### config.mk
export PLATFORM = sky130hd
export DESIGN_NAME = tab_space_converter
export DESIGN_NICKNAME = d
export VERILOG_FILES = /design/src/rtl/tsc_pkg.sv /design/src/rtl/tsc_front.sv /design/src/rtl/tsc_queue.sv /design/src/rtl/tsc_back.sv /design/src/rtl/tab_space_converter.sv
export SDC_FILE = /design/constraint.sdc
export NUM_CORES = 1
export LEC_CHECK = 0
export ABC_CLOCK_PERIOD_IN_PS = 15760
export BUFFER_PORTS_ARGS = -buffer_cell sky130_fd_sc_hd__buf_4
export CAP_MARGIN = 10
export CORE_ASPECT_RATIO = 0.9
export CORE_UTILIZATION = 43
export DETAILED_ROUTE_END_ITERATION = 12
export PLACE_DENSITY = 0.68
export REMOVE_ABC_BUFFERS = 1
export SKIP_LAST_GASP = 1
export SYNTH_ARGS = -nofsm -noshare
export SYNTH_HDL_FRONTEND = slang
export SYNTH_SLANG_ARGS = --single-unit
### constraint.sdc
create_clock -name clk -period 15.76 [get_ports clk]
set_clock_uncertainty 0.15 [all_clocks]
set_input_delay 1.576 -clock clk [delete_from_list [all_inputs] [get_ports clk]]
set_output_delay 1.576 -clock clk [all_outputs]
set_load 0.01 [all_outputs]
### src/rtl/tsc_pkg.sv
// ----------------------------------------------------------------------------
// tsc_pkg
// Shared types and constants for the tab/space converter.
// ----------------------------------------------------------------------------
package tsc_pkg;

    localparam int MAX_TAB   = 64;
    localparam int TW_W      = 7;
    localparam int PHASE_W   = 6;
    localparam int CNT_W     = 7;
    localparam int CHAR_W    = 8;
    localparam int CFG_IDX_W = 8;
    localparam int Q_DEPTH   = 2;
    localparam int Q_PTR_W   = 1;
    localparam int Q_CNT_W   = 2;

    localparam logic [CHAR_W-1:0] CH_TAB     = 8'h09;
    localparam logic [CHAR_W-1:0] CH_SPACE   = 8'h20;
    localparam logic [CHAR_W-1:0] CH_NEWLINE = 8'h0A;

    localparam logic [TW_W-1:0] TAB_WIDTH_RESET = 7'd8;
    localparam logic [TW_W-1:0] MAX_TAB_W       = TW_W'(MAX_TAB);

    localparam logic [CFG_IDX_W-1:0] REG_TAB_WIDTH = 8'd0;
    localparam logic [CFG_IDX_W-1:0] REG_MODE      = 8'd1;

    typedef enum logic
    {
        MODE_DETAB = 1'b0,
        MODE_ENTAB = 1'b1
    } mode_t;

    typedef struct packed
    {
        logic [CNT_W-1:0]  nspaces;
        logic              has_char;
        logic [CHAR_W-1:0] ch;
    } cmd_t;

    typedef struct packed
    {
        logic full;
        logic empty;
    } q_stat_t;

endpackage

### src/rtl/tsc_front.sv
// ----------------------------------------------------------------------------
// tsc_front
// Accepts input bytes, tracks column and held spaces, issues emit commands.
// ----------------------------------------------------------------------------
module tsc_front
(
    input  logic                          clk,
    input  logic                          rst_n,
    input  logic                          in_valid,
    output logic                          in_stall,
    input  logic [tsc_pkg::CHAR_W-1:0]    in_char,
    input  logic                          cfg_valid,
    output logic                          cfg_ready,
    input  logic [tsc_pkg::CFG_IDX_W-1:0] cfg_index,
    input  logic [tsc_pkg::TW_W-1:0]      cfg_data,
    input  tsc_pkg::q_stat_t              q_stat,
    output logic                          q_push,
    output tsc_pkg::cmd_t                 q_cmd
);
    import tsc_pkg::*;

    logic [TW_W-1:0]    tab_width_reg, tab_width_next;
    mode_t              mode_reg, mode_next;
    logic [PHASE_W-1:0] phase_reg, phase_next;
    logic [PHASE_W-1:0] pending_reg, pending_next;

    logic [TW_W-1:0]    eff_w;
    logic [PHASE_W-1:0] phase_cur;
    logic [PHASE_W-1:0] phase_adv;
    logic [TW_W-1:0]    phase_inc;
    logic               accept;
    logic               cfg_wr;
    logic               emit;
    cmd_t               cmd;

    assign cfg_ready = 1'b1;
    assign cfg_wr    = cfg_valid;
    assign in_stall  = q_stat.full || cfg_valid;
    assign accept    = in_valid && !in_stall;

    always_comb
    begin
        if (tab_width_reg == '0)
            eff_w = TW_W'(1);
        else if (tab_width_reg > MAX_TAB_W)
            eff_w = MAX_TAB_W;
        else
            eff_w = tab_width_reg;

        phase_cur = ({1'b0, phase_reg} >= eff_w) ? '0 : phase_reg;
        phase_inc = {1'b0, phase_cur} + TW_W'(1);
        phase_adv = (phase_inc >= eff_w) ? '0 : phase_inc[PHASE_W-1:0];
    end

    always_comb
    begin
        tab_width_next = tab_width_reg;
        mode_next      = mode_reg;
        phase_next     = phase_reg;
        pending_next   = pending_reg;
        emit           = 1'b0;
        cmd.nspaces    = '0;
        cmd.has_char   = 1'b0;
        cmd.ch         = in_char;

        if (cfg_wr)
        begin
            priority if (cfg_index == REG_TAB_WIDTH)
            begin
                tab_width_next = cfg_data;
                phase_next     = '0;
                pending_next   = '0;
            end
            else if (cfg_index == REG_MODE)
            begin
                mode_next    = mode_t'(cfg_data[0]);
                phase_next   = '0;
                pending_next = '0;
            end
            else
            begin
                tab_width_next = tab_width_reg;
            end
        end
        else if (accept)
        begin
            unique case (mode_reg)
                MODE_DETAB:
                begin
                    pending_next = '0;
                    emit         = 1'b1;
                    if (in_char == CH_TAB)
                    begin
                        cmd.nspaces = eff_w - {1'b0, phase_cur};
                        phase_next  = '0;
                    end
                    else
                    begin
                        cmd.has_char = 1'b1;
                        phase_next   = (in_char == CH_NEWLINE) ? '0 : phase_adv;
                    end
                end
                MODE_ENTAB:
                begin
                    if (in_char == CH_SPACE)
                    begin
                        phase_next = phase_adv;
                        if (phase_adv == '0)
                        begin
                            emit         = 1'b1;
                            cmd.has_char = 1'b1;
                            cmd.ch       = CH_TAB;
                            pending_next = '0;
                        end
                        else
                        begin
                            pending_next = pending_reg + PHASE_W'(1);
                        end
                    end
                    else if (in_char == CH_TAB)
                    begin
                        emit         = 1'b1;
                        cmd.has_char = 1'b1;
                        pending_next = '0;
                        phase_next   = '0;
                    end
                    else
                    begin
                        emit         = 1'b1;
                        cmd.nspaces  = {1'b0, pending_reg};
                        cmd.has_char = 1'b1;
                        pending_next = '0;
                        phase_next   = (in_char == CH_NEWLINE) ? '0 : phase_adv;
                    end
                end
                default:
                begin
                    emit = 1'b0;
                end
            endcase
        end
    end

    assign q_push = emit;
    assign q_cmd  = cmd;

    always_ff @(posedge clk or negedge rst_n)
    begin
        if (!rst_n)
        begin
            tab_width_reg <= TAB_WIDTH_RESET;
            mode_reg      <= MODE_DETAB;
            phase_reg     <= '0;
            pending_reg   <= '0;
        end
        else
        begin
            tab_width_reg <= tab_width_next;
            mode_reg      <= mode_next;
            phase_reg     <= phase_next;
            pending_reg   <= pending_next;
        end
    end

endmodule

### src/rtl/tsc_queue.sv
// ----------------------------------------------------------------------------
// tsc_queue
// Short command queue between the front and back parts.
// ----------------------------------------------------------------------------
module tsc_queue
(
    input  logic             clk,
    input  logic             rst_n,
    input  logic             push,
    input  tsc_pkg::cmd_t    push_cmd,
    input  logic             pop,
    output tsc_pkg::cmd_t    head_cmd,
    output tsc_pkg::q_stat_t stat
);
    import tsc_pkg::*;

    cmd_t               mem_reg [Q_DEPTH];
    logic [Q_PTR_W-1:0] wr_ptr_reg, wr_ptr_next;
    logic [Q_PTR_W-1:0] rd_ptr_reg, rd_ptr_next;
    logic [Q_CNT_W-1:0] count_reg, count_next;

    assign stat.full  = (count_reg == Q_CNT_W'(Q_DEPTH));
    assign stat.empty = (count_reg == '0);
    assign head_cmd   = mem_reg[rd_ptr_reg];

    always_comb
    begin
        wr_ptr_next = push ? wr_ptr_reg + Q_PTR_W'(1) : wr_ptr_reg;
        rd_ptr_next = pop ? rd_ptr_reg + Q_PTR_W'(1) : rd_ptr_reg;
        count_next  = count_reg + Q_CNT_W'(push) - Q_CNT_W'(pop);
    end

    always_ff @(posedge clk)
    begin
        if (push)
            mem_reg[wr_ptr_reg] <= push_cmd;
    end

    always_ff @(posedge clk or negedge rst_n)
    begin
        if (!rst_n)
        begin
            wr_ptr_reg <= '0;
            rd_ptr_reg <= '0;
            count_reg  <= '0;
        end
        else
        begin
            wr_ptr_reg <= wr_ptr_next;
            rd_ptr_reg <= rd_ptr_next;
            count_reg  <= count_next;
        end
    end

endmodule

### src/rtl/tsc_back.sv
// ----------------------------------------------------------------------------
// tsc_back
// Plays out commands as output bytes through a registered output stage.
// ----------------------------------------------------------------------------
module tsc_back
(
    input  logic                       clk,
    input  logic                       rst_n,
    input  tsc_pkg::q_stat_t           q_stat,
    input  tsc_pkg::cmd_t              head_cmd,
    output logic                       q_pop,
    output logic                       out_valid,
    input  logic                       out_stall,
    output logic [tsc_pkg::CHAR_W-1:0] out_char,
    output logic                       last
);
    import tsc_pkg::*;

    logic              act_valid_reg, act_valid_next;
    cmd_t              act_reg, act_next;
    logic              out_valid_reg, out_valid_next;
    logic [CHAR_W-1:0] out_char_reg, out_char_next;
    logic              last_reg, last_next;

    logic advance;
    logic emit;
    logic final_byte;

    always_comb
    begin
        advance        = !out_valid_reg || !out_stall;
        emit           = advance && act_valid_reg;
        out_valid_next = out_valid_reg;
        out_char_next  = out_char_reg;
        last_next      = last_reg;
        act_next       = act_reg;
        act_valid_next = act_valid_reg;
        final_byte     = 1'b0;

        if (advance)
            out_valid_next = 1'b0;

        if (emit)
        begin
            out_valid_next = 1'b1;
            if (act_reg.nspaces != '0)
            begin
                out_char_next       = CH_SPACE;
                final_byte          = (act_reg.nspaces == CNT_W'(1)) && !act_reg.has_char;
                act_next.nspaces    = act_reg.nspaces - CNT_W'(1);
            end
            else
            begin
                out_char_next = act_reg.ch;
                final_byte    = 1'b1;
            end
            last_next = final_byte;
            if (final_byte)
                act_valid_next = 1'b0;
        end

        q_pop = !q_stat.empty && (!act_valid_reg || (emit && final_byte));
        if (q_pop)
        begin
            act_next       = head_cmd;
            act_valid_next = 1'b1;
        end
    end

    assign out_valid = out_valid_reg;
    assign out_char  = out_char_reg;
    assign last      = last_reg;

    always_ff @(posedge clk)
    begin
        act_reg      <= act_next;
        out_char_reg <= out_char_next;
        last_reg     <= last_next;
    end

    always_ff @(posedge clk or negedge rst_n)
    begin
        if (!rst_n)
        begin
            act_valid_reg <= 1'b0;
            out_valid_reg <= 1'b0;
        end
        else
        begin
            act_valid_reg <= act_valid_next;
            out_valid_reg <= out_valid_next;
        end
    end

endmodule

### src/rtl/tab_space_converter.sv
// ----------------------------------------------------------------------------
// tab_space_converter
// Tab expansion and space compression on a byte stream.
// ----------------------------------------------------------------------------
// The first output byte passes the command queue, the back part's active-command
// register and its output register. The output carries one byte per cycle while
// out_stall is low; an input item of k results is played out byte by byte through the
// back part's single output register. Items that cause no result push no command;
// a two-entry command queue decouples input from output. Reset clears column,
// held spaces and queue, loads tab width 8 and detab mode.
// ----------------------------------------------------------------------------
module tab_space_converter
(
    input  logic                          clk,
    input  logic                          rst_n,
    input  logic                          in_valid,
    output logic                          in_stall,
    input  logic [tsc_pkg::CHAR_W-1:0]    in_char,
    output logic                          out_valid,
    input  logic                          out_stall,
    output logic [tsc_pkg::CHAR_W-1:0]    out_char,
    output logic                          last,
    input  logic                          cfg_valid,
    output logic                          cfg_ready,
    input  logic [tsc_pkg::CFG_IDX_W-1:0] cfg_index,
    input  logic [tsc_pkg::TW_W-1:0]      cfg_data
);
    import tsc_pkg::*;

    q_stat_t q_stat;
    logic    q_push;
    logic    q_pop;
    cmd_t    q_cmd;
    cmd_t    head_cmd;

    tsc_front u_front
    (
        .clk       (clk),
        .rst_n     (rst_n),
        .in_valid  (in_valid),
        .in_stall  (in_stall),
        .in_char   (in_char),
        .cfg_valid (cfg_valid),
        .cfg_ready (cfg_ready),
        .cfg_index (cfg_index),
        .cfg_data  (cfg_data),
        .q_stat    (q_stat),
        .q_push    (q_push),
        .q_cmd     (q_cmd)
    );

    tsc_queue u_queue
    (
        .clk      (clk),
        .rst_n    (rst_n),
        .push     (q_push),
        .push_cmd (q_cmd),
        .pop      (q_pop),
        .head_cmd (head_cmd),
        .stat     (q_stat)
    );

    tsc_back u_back
    (
        .clk       (clk),
        .rst_n     (rst_n),
        .q_stat    (q_stat),
        .head_cmd  (head_cmd),
        .q_pop     (q_pop),
        .out_valid (out_valid),
        .out_stall (out_stall),
        .out_char  (out_char),
        .last      (last)
    );

`ifndef NO_ASSERTIONS
    a_no_overflow: assert property (@(posedge clk) disable iff (!rst_n)
        q_push |-> !q_stat.full)
        else $error("command pushed into full queue");

    a_no_underflow: assert property (@(posedge clk) disable iff (!rst_n)
        q_pop |-> !q_stat.empty)
        else $error("command popped from empty queue");

    a_cmd_sane: assert property (@(posedge clk) disable iff (!rst_n)
        q_push |-> (q_cmd.nspaces <= CNT_W'(MAX_TAB))
                   && ((q_cmd.nspaces != '0) || q_cmd.has_char))
        else $error("malformed emit command");
`endif

endmodule

==> impl_summary.log, run 1 <==
INFO  metric timing.final.setup_violations = 0
INFO  metric post_cts_resize_count = 0
INFO  metric clockRootBuffer = sky130_fd_sc_hd__clkbuf_16
INFO  metric synth-warning-count = 0
INFO  metric worst_ep_required_time = around 16 ns
INFO  metric startpoint_type = flip-flop
INFO  metric stdcell_count = 546
INFO  metric sum_of_negative_setup_slack = 0 ns
INFO  metric layout-area-overhead-vs-synth = 15.8%
INFO  metric drtPass1Iterations = 5
INFO  metric seqCellArea = 2360 µm²
INFO  metric biggest_area_contributors_in_the_synthesized_netlist = sky130_fd_sc_hd__edfxtp_1 38%, sky130_fd_sc_hd__dfrtp_1 14%, sky130_fd_sc_hd__ha_1 7.0%
INFO  metric outcome = finished clean
INFO  metric period_minus_slack = 5.62 ns
INFO  metric hold_ws = between 0.3 and 0.4 ns
INFO  metric synth.yosys.seq_area_share = 0.530
INFO  metric place_congestion = ~0.84
INFO  metric groute.usage.overall = 0.179
INFO  metric powerDensity = between 100 and 150 nW/µm²
INFO  metric netlist-cell-type-count = 62
INFO  metric insertedDiodeCount = 0
INFO  metric ratio_of_cells_with_drive_above_1_in_the_final_layout = 0.205
INFO  metric floorplan_core_area = 9870 µm²
INFO  metric vias_in_the_first_global_route = 2,992
INFO  metric multi_input_comb_area = ~2000 µm²
INFO  metric tritoncts = built
INFO  metric crit_family = compound AO/OA/AOI/OAI gates
INFO  metric final_net_count = between 400 and 500
INFO  metric hp-class = reg2reg
INFO  metric grt.overflow.total = 0
INFO  metric worst-endpoint-arrival = ~5.7 ns
INFO  metric synth_area = 4460 µm²
INFO  metric tritoncts_num_sinks = 83
INFO  metric synth_top_area_cell = sky130_fd_sc_hd__edfxtp_1
INFO  metric global_route_wire_length_before_repair = roughly 15,000 µm
INFO  metric critical_path_buf_inv_count = 1
INFO  metric worst_path_max_delay_cell = sky130_fd_sc_hd__a21oi_1
INFO  metric timing.critical_path.slowest_cell_delay = 0.65 ns
INFO  metric die-height = between 90 and 100 µm
INFO  metric ctsHoldBuffers = 0
INFO  metric synth_edf_count = 57
INFO  metric synth.ff_latch_count = 83
INFO  metric die_width = 109 µm
INFO  metric netlist_instances = 378
INFO  metric critPathKind = reg2reg
INFO  metric clock_insertion_delay_worst_skew = 0.34 ns
INFO  metric irDropWorstVdd = between 0.06 and 0.07 mV
INFO  metric drc_errors = 0
INFO  metric dr_total_vias = roughly 3,000
INFO  metric worst_slack_after_detailed_placement = roughly 10 ns
INFO  metric antenna_found_initial = 0
INFO  metric max_freq = 0.178 GHz
INFO  metric postSynth.asyncResetShare = 0.313
INFO  metric worst_slew_margin_rel = 0.406
INFO  metric synth_commonest_cells = 57 x sky130_fd_sc_hd__edfxtp_1, 33 x sky130_fd_sc_hd__nand2_1, 25 x sky130_fd_sc_hd__dfrtp_1, 25 x sky130_fd_sc_hd__ha_1, 24 x sky130_fd_sc_hd__nor2_1
INFO  metric initial_standard_cell_utilization_of_the_core = 0.452
INFO  metric final.fill_count = 848
INFO  metric floorplan.die_area = 10,800 µm²
INFO  metric postCtsSetupRepairBufs = 0
INFO  metric largest_register_ff_count = 32
INFO  metric drv_slew = 0
INFO  metric cts_htree_levels = 3
INFO  metric num_io_pins = 40
INFO  metric synth_largest_type_area_fraction = 0.384
INFO  metric cts.reportedPaths.clkPinSlew = 0.07 ns
INFO  metric synth.avg_cell_area = approximately 12 µm²
INFO  metric power.static_leakage = 2.08 nW
INFO  metric timing.critical_path.to_type = flip-flop
INFO  metric clockBufferDepth = 2
INFO  metric critPathMaxFanout = 11
INFO  metric postLayoutCoreUtil = 0.523
INFO  metric period_share = 0.356
INFO  metric crit_path_most_repeated_cell = sky130_fd_sc_hd__ha_1
INFO  metric route.antenna.remaining_nets = 0
INFO  metric route.detailed.vias_per_inst = 5.46
INFO  metric buffer_ports.inserted = 38
INFO  metric synthMostInstantiatedCell = sky130_fd_sc_hd__edfxtp_1
INFO  metric dp.final_hpwl = 6370 µm
INFO  metric drc_marker_count_from_the_first_detailed_route_iteration = 161
INFO  metric timing.final.hold_violations = 0
INFO  metric setup_slack = 10.14 ns
INFO  metric cts_inserted_buffers = 9
INFO  metric post_drt_wl_per_cell = 16.0 µm
INFO  metric place_inst = 529
INFO  metric postSynth.topFlopCell = sky130_fd_sc_hd__edfxtp_1
INFO  metric grt_setup_unrepaired = false
INFO  metric cap_viol_max_count = 0
INFO  metric timing.critical_path.cells = or4_1, nor2_1, o21a_1, ha_1, nand2b_1, a211oi_1, o21ai_0, buf_4, nor2_1, ha_1, nand3_1, xor2_1, nor2_1, ha_1, nand4_1, and3_1, o21ai_1, a21oi_1, a21oi_1, ha_1, xnor2_1, xnor2_1
INFO  metric grt_start_max_net_pins = 27
INFO  metric postRouteWirelength = 8710 µm
INFO  metric row_count = 34
INFO  metric worstMarginPinSlew = 0.884 ns
## layout by cell type (no fill, tap or decap), types with 3 or more instances in the layout
cell type                    n
sky130_fd_sc_hd__edfxtp_1   57
sky130_fd_sc_hd__buf_4      41
sky130_fd_sc_hd__nand2_1    33
sky130_fd_sc_hd__ha_1       25
sky130_fd_sc_hd__dfrtp_1    25
sky130_fd_sc_hd__nor2_1     24
sky130_fd_sc_hd__inv_1      18
sky130_fd_sc_hd__mux2_2     16
sky130_fd_sc_hd__mux2i_1    14
sky130_fd_sc_hd__xnor2_1    13
sky130_fd_sc_hd__nand3_1    11
sky130_fd_sc_hd__a21oi_1    10
sky130_fd_sc_hd__and2_1      9
sky130_fd_sc_hd__clkbuf_16   9
sky130_fd_sc_hd__nand2b_1    8
sky130_fd_sc_hd__o21a_1      7
sky130_fd_sc_hd__o21ai_0     7
sky130_fd_sc_hd__nor3_1      7
sky130_fd_sc_hd__o211ai_1    5
sky130_fd_sc_hd__xor2_1      5
sky130_fd_sc_hd__a211oi_1    4
sky130_fd_sc_hd__o2111ai_1   4
sky130_fd_sc_hd__a21o_1      3
sky130_fd_sc_hd__and3_1      3
sky130_fd_sc_hd__nor2b_1     3
sky130_fd_sc_hd__a22oi_1     3
sky130_fd_sc_hd__o21bai_1    3
sky130_fd_sc_hd__a22o_1      3
sky130_fd_sc_hd__inv_8       3
## final timing paths
| kind | start | endpoint | slack, ns | cells after the start |
|---|---|---|---|---|
| worst max-delay path | u_front.tab_width_reg[2]$_DFFE_PN0P_ | u_queue.count_reg[1]$_DFF_PN0_ | 10.14 | 22 |
| worst min-delay path | u_back.act_reg[6]$_DFFE_PP_ | u_back.out_char[6]$_SDFFCE_PN0P_ | 0.37 | 1 |
| worst max register to register | u_front.tab_width_reg[2]$_DFFE_PN0P_ | u_queue.count_reg[1]$_DFF_PN0_ | 10.14 | 22 |
| worst min register to register | u_back.act_reg[6]$_DFFE_PP_ | u_back.out_char[6]$_SDFFCE_PN0P_ | 0.37 | 1 |
| max in group asynchronous | rst_n | u_front.tab_width_reg[3]$_DFFE_PN1P_ | 14.16 | 1 |
| min in group asynchronous | rst_n | u_front.pending_reg[2]$_DFFE_PN0P_ | 0.99 | 1 |
## metal layers
layer,up-vias,global-route usage,share of wire
met3,13,0.0403,0.040
met2,58,0.289,0.49
met5,-,0,0
met1,1452,0.235,0.45
met4,0,0.0626,0.020
li1,1460,-,-
## area by class of cell
cell class / count / share of cell area
inverters: 19 / 0.0138
clock inverters: 7 / 0.0128
flip-flops and latches: 83 / 0.458
repair buffers: 42 / 0.0625
clock buffers: 9 / 0.0436
multi-input cells: 260 / 0.379
well taps: 126 / 0.0305
## cells by family (layout without fill, tap and decap cells)
| kind of cell | after synthesis | in the layout | synth area share |
|---|---|---|---|
| xor+xnor | 18 | 18 | 0.0354 |
| mux | 30 | 30 | 0.0719 |
| other cells | 1 | 1 | 0.000841 |
| compound gates | 67 | 67 | 0.111 |
| fa+ha+maj | 26 | 26 | 0.0747 |
| buf+inv | 35 | 77 | 0.0340 |
| flops | 83 | 83 | 0.530 |
| simple gates | 118 | 118 | 0.142 |
## power by group
part,switching (mW),leakage [nW],internal (mW)
combinational,0.0948,1.07,0.0786
clock,0.0943,0.138,0.111
sequential,0.0255,0.868,0.262
## per-stage QoR
stage / power [mW] / instance area, µm²
6_report: 0.666 / 5160
5_1_grt: 0.702 / 5160
4_1_cts: 0.670 / 5150
3_5_place_dp: 0.464 / 4860
3_3_place_gp: 0.460 / 4860
2_1_floorplan: 0.410 / 4380
Power figures use the tool's default switching activity.
==> run 2, diff against run 1 <==
--- a/config.mk
+++ b/config.mk
@@ -5,13 +5,14 @@
 export SDC_FILE = /design/constraint.sdc
 export NUM_CORES = 1
 export LEC_CHECK = 0
-export ABC_CLOCK_PERIOD_IN_PS = 15760
+export ABC_AREA = 1
+export ABC_CLOCK_PERIOD_IN_PS = 5000
 export BUFFER_PORTS_ARGS = -buffer_cell sky130_fd_sc_hd__buf_4
 export CAP_MARGIN = 10
 export CORE_ASPECT_RATIO = 0.9
 export CORE_UTILIZATION = 43
 export DETAILED_ROUTE_END_ITERATION = 12
-export PLACE_DENSITY = 0.68
+export PLACE_DENSITY = 0.7
 export REMOVE_ABC_BUFFERS = 1
 export SKIP_LAST_GASP = 1
 export SYNTH_ARGS = -nofsm -noshare
==> constraint.sdc (replaced) <==
create_clock -name clk -period 5 [get_ports clk]
set_clock_uncertainty 0.15 [all_clocks]
set_input_delay 0.5 -clock clk [delete_from_list [all_inputs] [get_ports clk]]
set_output_delay 0.5 -clock clk [all_outputs]
set_load 0.01 [all_outputs]
==> run 2 against run 1 <==
  * Sequential power rose to 3.6 times the previous value
  * Sequential share of layout area fell by 0.31 points
  * Design area rose by 0.68%
  * First-iteration DRC count rose by 30%
  * Final cell count rose by 18%
  * Hold slack got worse by 0.17 ns
  * Flip-flop and latch count did not move
  * Register-to-register slack got worse by 9.8 ns
  * Total power rose to 3.8 times the previous value
  * Critical path type unchanged
  * Largest cell class unchanged
  * Highest routed layer unchanged
==> impl_summary.log, run 2 <==
INFO  metric die-height = approximately 98 µm
INFO  metric clock_insertion_delay_worst_skew = 0.34 ns
INFO  metric antenna_found_initial = 0
INFO  metric floorplan.die_area = 10,600 µm²
INFO  metric hp-class = in2reg
INFO  metric drtPass1Iterations = 4
INFO  metric postRouteWirelength = between 9000 and 10,000 µm
INFO  metric dp.final_hpwl = just over 7000 µm
INFO  metric synth_largest_type_area_fraction = 0.391
INFO  metric cts_inserted_buffers = 9
INFO  metric mostFrequentLayoutCells = 110 x sky130_fd_sc_hd__nand2_1, 61 x sky130_fd_sc_hd__inv_1, 57 x sky130_fd_sc_hd__edfxtp_1, 40 x sky130_fd_sc_hd__buf_4, 39 x sky130_fd_sc_hd__nor2_1
INFO  metric dr_total_vias = 3,358
INFO  metric cap_viol_max_count = 0
INFO  metric postSynth.asyncResetShare = 0.313
INFO  metric worstMarginPinSlew = 1.01 ns
INFO  metric startpoint_type = flip-flop
INFO  metric die_width = 108 µm
INFO  metric num_io_pins = 40
INFO  metric synth_area = between 4000 and 5000 µm²
INFO  metric grt.overflow.total = 0
INFO  metric synth_edf_count = 57
INFO  metric initial_standard_cell_utilization_of_the_core = 0.447
INFO  metric tritoncts = built
INFO  metric power.static_leakage = ~2.3 nW
INFO  metric place_area = 4780 µm²
INFO  metric drc_errors = 0
INFO  metric groute.usage.overall = 0.190
INFO  metric cts.reportedPaths.clkPinSlew = approximately 0.07 ns
INFO  metric grt_start_max_net_pins = 27
INFO  metric ratio_of_cells_with_drive_above_1_in_the_final_layout = 0.185
INFO  metric clockBufferDepth = 2
INFO  metric final.fill_count = 876
INFO  metric synth.yosys.seq_area_share = 0.540
INFO  metric worst-endpoint-arrival = about 4.6 ns
INFO  metric period_share = 0.935
INFO  metric powerDensity = 491 nW/µm²
INFO  metric worst_ep_required_time = 4.90 ns
INFO  metric worst_path_max_delay_cell = sky130_fd_sc_hd__dfrtp_1
INFO  metric insertedDiodeCount = 0
INFO  metric timing.final.setup_violations = 0
INFO  metric drc_marker_count_from_the_first_detailed_route_iteration = 209
INFO  metric period_minus_slack = about 4.7 ns
INFO  metric netlist-cell-type-count = 42
INFO  metric design_area = 5200 µm²
INFO  metric synth_top_area_cell = sky130_fd_sc_hd__edfxtp_1
INFO  metric synth-warning-count = 0
INFO  metric tritoncts_num_sinks = 83
INFO  metric place_inst = 625
INFO  metric drv_slew = 0
INFO  metric max_freq = 0.214 GHz
INFO  metric route.antenna.remaining_nets = 0
INFO  metric synth_commonest_cells = 111 x sky130_fd_sc_hd__nand2_1, 63 x sky130_fd_sc_hd__inv_1, 57 x sky130_fd_sc_hd__edfxtp_1
INFO  metric timing.critical_path.to_type = flip-flop
INFO  metric clockRootBuffer = sky130_fd_sc_hd__clkbuf_16
INFO  metric floorplan_core_area = 9780 µm²
INFO  metric buffer_ports.inserted = 38
INFO  metric timing.critical_path.slowest_cell_delay = 0.40 ns
INFO  metric route.detailed.vias_per_inst = 5.21
INFO  metric postSynth.topFlopCell = sky130_fd_sc_hd__edfxtp_1
INFO  metric critPathKind = reg2reg
INFO  metric global_route_wire_length_before_repair = 15,300 µm
INFO  metric sum_of_negative_setup_slack = 0 ns
INFO  metric layout-area-overhead-vs-synth = 18.8%
INFO  metric outcome = finished clean
INFO  metric worst_slew_margin_rel = 0.322
INFO  metric cts_htree_levels = 3
INFO  metric biggest_area_contributors_in_the_synthesized_netlist = sky130_fd_sc_hd__edfxtp_1 39%, sky130_fd_sc_hd__dfrtp_1 14%, sky130_fd_sc_hd__nand2_1 9.5%
INFO  metric synth.ff_latch_count = between 80 and 90
INFO  metric synthMostInstantiatedCell = sky130_fd_sc_hd__nand2_1
INFO  metric post_drt_wl_per_cell = 14.7 µm
INFO  metric netlist_instances = 470
INFO  metric final_net_count = 568
INFO  metric irDropWorstVdd = 0.252 mV
INFO  metric crit_path_most_repeated_cell = sky130_fd_sc_hd__nand2_1
INFO  metric largest_register_ff_count = 32
INFO  metric stdcell_count = 645
INFO  metric synth.avg_cell_area = ~9.3 µm²
INFO  metric layout_commonest_cell = sky130_fd_sc_hd__nand2_1
INFO  metric row_count = 34
INFO  metric place_congestion = 0.847
INFO  metric vias_in_the_first_global_route = 3,190
INFO  metric critPathMaxFanout = 8
INFO  metric timing.final.hold_violations = 0
## run 2: cell count changes after synthesis, moves of 6 or more
| cell | previous run | this run |
|---|---|---|
| sky130_fd_sc_hd__and2_1 | 9 | 2 |
| sky130_fd_sc_hd__nand2b_1 | 8 | 0 |
| sky130_fd_sc_hd__mux2i_1 | 14 | 0 |
| sky130_fd_sc_hd__nand3_1 | 11 | 21 |
| sky130_fd_sc_hd__nand2_1 | 33 | 111 |
| sky130_fd_sc_hd__o22ai_1 | 0 | 10 |
| sky130_fd_sc_hd__xnor2_1 | 13 | 4 |
| sky130_fd_sc_hd__o21a_1 | 7 | 1 |
| sky130_fd_sc_hd__nor2_1 | 24 | 45 |
| sky130_fd_sc_hd__inv_1 | 18 | 63 |
| sky130_fd_sc_hd__o21ai_0 | 7 | 16 |
| sky130_fd_sc_hd__mux2_2 | 16 | 4 |
## run 2: timing repair
item	4_1_cts	5_1_grt
setup endpoints to repair	33	39
gates resized for setup	3	22
setup buffers	1	1
endpoints found under the hold margin	25	0
gates cloned	0	1
hold buffers	1	0
pin swaps	0	2
## run 2: path summary, 6_finish.rpt
kind | start | depth (start not counted) | slack [ns] | endpoint
max in group asynchronous | rst_n | 2 | 3.93 | u_front.tab_width_reg[3]$_DFFE_PN1P_
setup reg to reg | u_front.tab_width_reg[2]$_DFFE_PN0P_ | 31 | 0.33 | u_queue.mem_reg[1][15]$_DFFE_PP_
setup / recovery | u_front.tab_width_reg[2]$_DFFE_PN0P_ | 31 | 0.33 | u_queue.mem_reg[1][15]$_DFFE_PP_
hold / removal | in_char[7] | 1 | 0.21 | u_queue.mem_reg[1][7]$_DFFE_PP_
min in group asynchronous | rst_n | 2 | 0.46 | u_front.phase_reg[0]$_DFFE_PN0P_
hold reg to reg | u_queue.wr_ptr_reg$_DFFE_PN0N_ | 2 | 0.33 | u_queue.wr_ptr_reg$_DFFE_PN0N_
## run 2: cells by family after synthesis
group / synth area share
compound gates: 0.0807
xor+xnor: 0.0180
fa+ha+maj: 0.0761
buf+inv: 0.0704
flops: 0.540
mux: 0.0103
other cells: 0.000857
simple gates: 0.203
## run 2: through the flow
stage	util	hold slack (ns)	setup WS, ns	total power, mW
after floorplan	-	0.0544	0.177	1.61
after global routing	0.531	0.196	-0.0175	2.74
after global placement	0.489	0.290	0.178	1.85
final	0.531	0.206	0.326	2.55
after CTS	0.522	0.198	0.0867	2.51
after detailed placement	0.489	0.296	-0.0676	1.87
## run 2: critical path: cells and delay by family, from the launching register on
family / cells / cell delay [ns]
buffers and inverters: 5 / 0.50
and+or+nand+nor: 21 / 2.32
DFF: 1 / 0.40
AOI/OAI and AO/OA: 2 / 0.24
adders and majority gates: 3 / 0.75
## run 2: final cells by class
cell class	count	area, µm²	area share
Sequential cell	83	2360	0.455
Multi-Input combinational cell	307	1780	0.342
Timing Repair Buffer	44	353	0.0679
Inverter	69	263	0.0506
Clock buffer	9	225	0.0433
Tap cell	126	158	0.0303
Clock inverter	7	57.6	0.0111
## run 2: where the power goes
part	switching [mW]	internal [mW]	total (mW)
Clock	0.290	0.344	0.634
Sequential	0.105	0.924	1.03
Combinational	0.547	0.343	0.889
Total	0.941	1.61	2.55
## run 2: layer usage
| metal | routed length [µm] | global-route usage | vias up | part of all wire |
|---|---|---|---|---|
| met1 | 4230 | 0.238 | 1609 | 0.45 |
| met5 | 0 | 0 | - | 0 |
| li1 | - | - | 1653 | - |
| met2 | 4720 | 0.320 | 83 | 0.50 |
| met4 | 125 | 0.0634 | 0 | 0.013 |
| met3 | 428 | 0.0423 | 13 | 0.045 |
==> run 3, diff against run 2 <==
--- a/config.mk
+++ b/config.mk
@@ -6,13 +6,13 @@
 export NUM_CORES = 1
 export LEC_CHECK = 0
 export ABC_AREA = 1
-export ABC_CLOCK_PERIOD_IN_PS = 5000
+export ABC_CLOCK_PERIOD_IN_PS = 4100
 export BUFFER_PORTS_ARGS = -buffer_cell sky130_fd_sc_hd__buf_4
 export CAP_MARGIN = 10
 export CORE_ASPECT_RATIO = 0.9
 export CORE_UTILIZATION = 43
 export DETAILED_ROUTE_END_ITERATION = 12
-export PLACE_DENSITY = 0.7
+export PLACE_DENSITY = 0.72
 export REMOVE_ABC_BUFFERS = 1
 export SKIP_LAST_GASP = 1
 export SYNTH_ARGS = -nofsm -noshare
==> constraint.sdc (replaced) <==
create_clock -name clk -period 4.1 [get_ports clk]
set_clock_uncertainty 0.15 [all_clocks]
set_input_delay 0.41 -clock clk [delete_from_list [all_inputs] [get_ports clk]]
set_output_delay 0.41 -clock clk [all_outputs]
set_load 0.01 [all_outputs]
==> run 3 against run 2 <==
  * The run now ends with setup timing left
  * Clock-buffer cell count is 1 higher
  * Total power is 49% higher
  * Hold slack worse by 0.084 ns
  * Final cell count is 11% higher
  * Critical path depth stayed put
  * Sequential share of layout area is 6.6 points lower
  * Die area stayed put
  * Register-to-register slack worse by 0.65 ns
  * Non-clock buffer count is 71 higher
  * Fmax is 5.7% higher
  * Sequential power is 22% higher
  * First-iteration DRC count is 0.48% lower
  * Largest power group is now combinational cells
  * Highest routed layer unchanged
==> impl_summary.log, run 3 (synthesis results as in run 2) <==
INFO  metric seqCellArea = about 2400 µm²
INFO  metric route.detailed.vias_per_inst = 5.11
INFO  metric cts_inserted_buffers = 9
INFO  metric grt_setup_unrepaired = true
INFO  metric groute.usage.overall = 0.215
INFO  metric timing.final.setup_violations = 50
INFO  metric critPathKind = reg2reg
INFO  metric mostFrequentLayoutCells = 100 x sky130_fd_sc_hd__nand2_1, 100 x sky130_fd_sc_hd__buf_4, 58 x sky130_fd_sc_hd__inv_1, 57 x sky130_fd_sc_hd__edfxtp_1, 35 x sky130_fd_sc_hd__nor2_1
INFO  metric worst_path_max_delay_cell = sky130_fd_sc_hd__dfrtp_1
INFO  metric drtPass1Iterations = 5
INFO  metric buffer_ports.inserted = 38
INFO  metric tritoncts = built
INFO  metric failing_checks = setup timing
INFO  metric clockBufferDepth = 2
INFO  metric largest_register_ff_count = 32
INFO  metric design_area = ~6100 µm²
INFO  metric critPathMaxFanout = 8
INFO  metric layout-area-overhead-vs-synth = 39.0%
INFO  metric reg2reg_from = u_front.tab_width_reg[2]$_DFFE_PN0P_
INFO  metric period_share = 1.08
INFO  metric crit_family = simple AND/OR/NAND/NOR gates
INFO  metric dr_total_vias = 3,660
INFO  metric setup_slack = -0.321 ns
INFO  metric timing.final.hold_violations = 0
INFO  metric grt.overflow.total = 0
INFO  metric timing.hold.worst.start = in_char[6]
INFO  metric rr_worst_depth = 31
INFO  metric max_freq = 0.226 GHz
INFO  metric route.antenna.remaining_nets = 0
INFO  metric critical_path_cell_count = 31
INFO  metric startpoint_type = flip-flop
INFO  metric row_count = 34
INFO  metric multi_input_comb_area = 2080 µm²
INFO  metric cap_viol_max_count = 0
INFO  metric drv_slew = 0
INFO  metric outcome = finished with violations
INFO  metric insertedDiodeCount = 0
INFO  metric final.fill_count = between 700 and 800
INFO  metric dp.final_hpwl = 7250 µm
INFO  metric worst_ep_required_time = roughly 4.0 ns
INFO  metric critical_path_buf_inv_count = 7
INFO  metric global_route_wire_length_before_repair = 17,300 µm
INFO  metric worst-endpoint-arrival = between 4 and 5 ns
INFO  metric floorplan.die_area = 10,600 µm²
INFO  metric r2r_setup_slack = -0.32 ns
INFO  metric hp-class = in2reg
INFO  metric place_inst = 672
INFO  metric ratio_of_cells_with_drive_above_1_in_the_final_layout = 0.364
INFO  metric clockRootBuffer = sky130_fd_sc_hd__clkbuf_16
INFO  metric worstMarginPinSlew = about 1.4 ns
INFO  metric setup.worst_path.end = u_queue.mem_reg[0][2]$_DFFE_PP_
INFO  metric timing.critical_path.slowest_cell_delay = about 0.39 ns
INFO  metric cts.reportedPaths.clkPinSlew = 0.06 ns
INFO  metric die_width = 108 µm
INFO  metric post_drt_wl_per_cell = about 16 µm
INFO  metric worstReg2RegEnd = u_queue.mem_reg[0][2]$_DFFE_PP_
INFO  metric place_congestion = a little under 0.9
INFO  metric crit_path_most_repeated_cell = sky130_fd_sc_hd__nand2_2
INFO  metric irDropWorstVdd = 0.336 mV
INFO  metric initial_standard_cell_utilization_of_the_core = 0.447
INFO  metric worst_slack_after_detailed_placement = -0.483 ns
INFO  metric floorplan_core_area = 9780 µm²
INFO  metric antenna_found_initial = 0
INFO  metric period_minus_slack = 4.42 ns
INFO  metric powerDensity = approximately 630 nW/µm²
INFO  metric postRouteWirelength = around 11,000 µm
INFO  metric timing.critical_path.to_type = flip-flop
INFO  metric drc_marker_count_from_the_first_detailed_route_iteration = 208
INFO  metric die-height = 97.7 µm
INFO  metric tritoncts_num_sinks = 83
INFO  metric worst_slew_margin_rel = 0.0484
INFO  metric num_io_pins = 40
INFO  metric vias_in_the_first_global_route = about 3,700
INFO  metric final_net_count = 639
INFO  metric grt_start_max_net_pins = 27
INFO  metric place_area = just over 5000 µm²
INFO  metric cts_htree_levels = 3
INFO  metric power.total = 3.81 mW
INFO  metric critical_path.startpoint = u_front.tab_width_reg[2]$_DFFE_PN0P_
INFO  metric drc_errors = 0
INFO  metric power.static_leakage = ~2.7 nW
INFO  metric stdcell_count = 716
INFO  metric postLayoutCoreUtil = 0.621
INFO  metric clock_insertion_delay_worst_skew = around 0.34 ns
-- run 3: area by class of cell --
type / count / area share
Clock buffer: 10 / 0.0377
Clock inverter: 6 / 0.0107
Inverter: 69 / 0.0426
Multi-Input combinational cell: 307 / 0.341
Sequential cell: 83 / 0.389
Tap cell: 126 / 0.0259
Timing Repair Buffer: 115 / 0.153
-- run 3: how the worst min path moves through the flow --
| stage | endpoint | slack (ns) | cells after the start |
|---|---|---|---|
| CTS | u_queue.mem_reg[0][6]$_DFFE_PP_ | 0.12 | 1 |
| detailed placement | u_front.phase_reg[0]$_DFFE_PN0P_ | 0.20 | 1 |
| finish | u_queue.mem_reg[0][6]$_DFFE_PP_ | 0.12 | 1 |
| global route | u_queue.mem_reg[1][7]$_DFFE_PP_ | 0.11 | 1 |
| global placement | u_front.phase_reg[0]$_DFFE_PN0P_ | 0.20 | 1 |
| floorplan | u_back.act_valid_reg$_DFFE_PN0P_ | -0.04 | 0 |
-- run 3: metal layers --
layer	GRT usage	up-vias	wire length, µm	share of wire
met5	0	-	0	0
met4	0.0873	0	336	0.030
met3	0.0604	28	488	0.044
met2	0.386	101	6000	0.54
met1	0.235	1733	4390	0.39
li1	-	1798	-	-
-- run 3: repair_timing --
item	in CTS	in global routing
resized for setup	47	54
pin swaps	16	39
gates cloned	1	0
endpoints found under the setup margin	51	61
buffers inserted	24	13
endpoints found under the hold margin	25	0
hold buffers	1	0
-- run 3: metrics by stage --
stage          hold slack [ns]  TNS (ns)
5_1_grt                  0.113    -26.81
4_1_cts                  0.120    -10.22
3_3_place_gp             0.197    -11.41
6_report                 0.123    -12.70
3_5_place_dp             0.203    -20.72
2_1_floorplan          -0.0356    -17.89
-- run 3: where the power goes --
part | leakage [nW] | internal (mW) | switching, mW
Combinational | 1.71 | 0.838 | 0.909
Clock | 0.144 | 0.473 | 0.336
Sequential | 0.866 | 1.13 | 0.128
-- run 3: worst reg2reg max path, delay by kind of cell (launching register included) --
| kind | cells | cell delay [ns] |
|---|---|---|
| compound gates | 3 | 0.40 |
| fa+ha+maj | 3 | 0.70 |
| buf+inv | 7 | 0.66 |
| flops | 1 | 0.39 |
| simple gates | 18 | 1.84 |
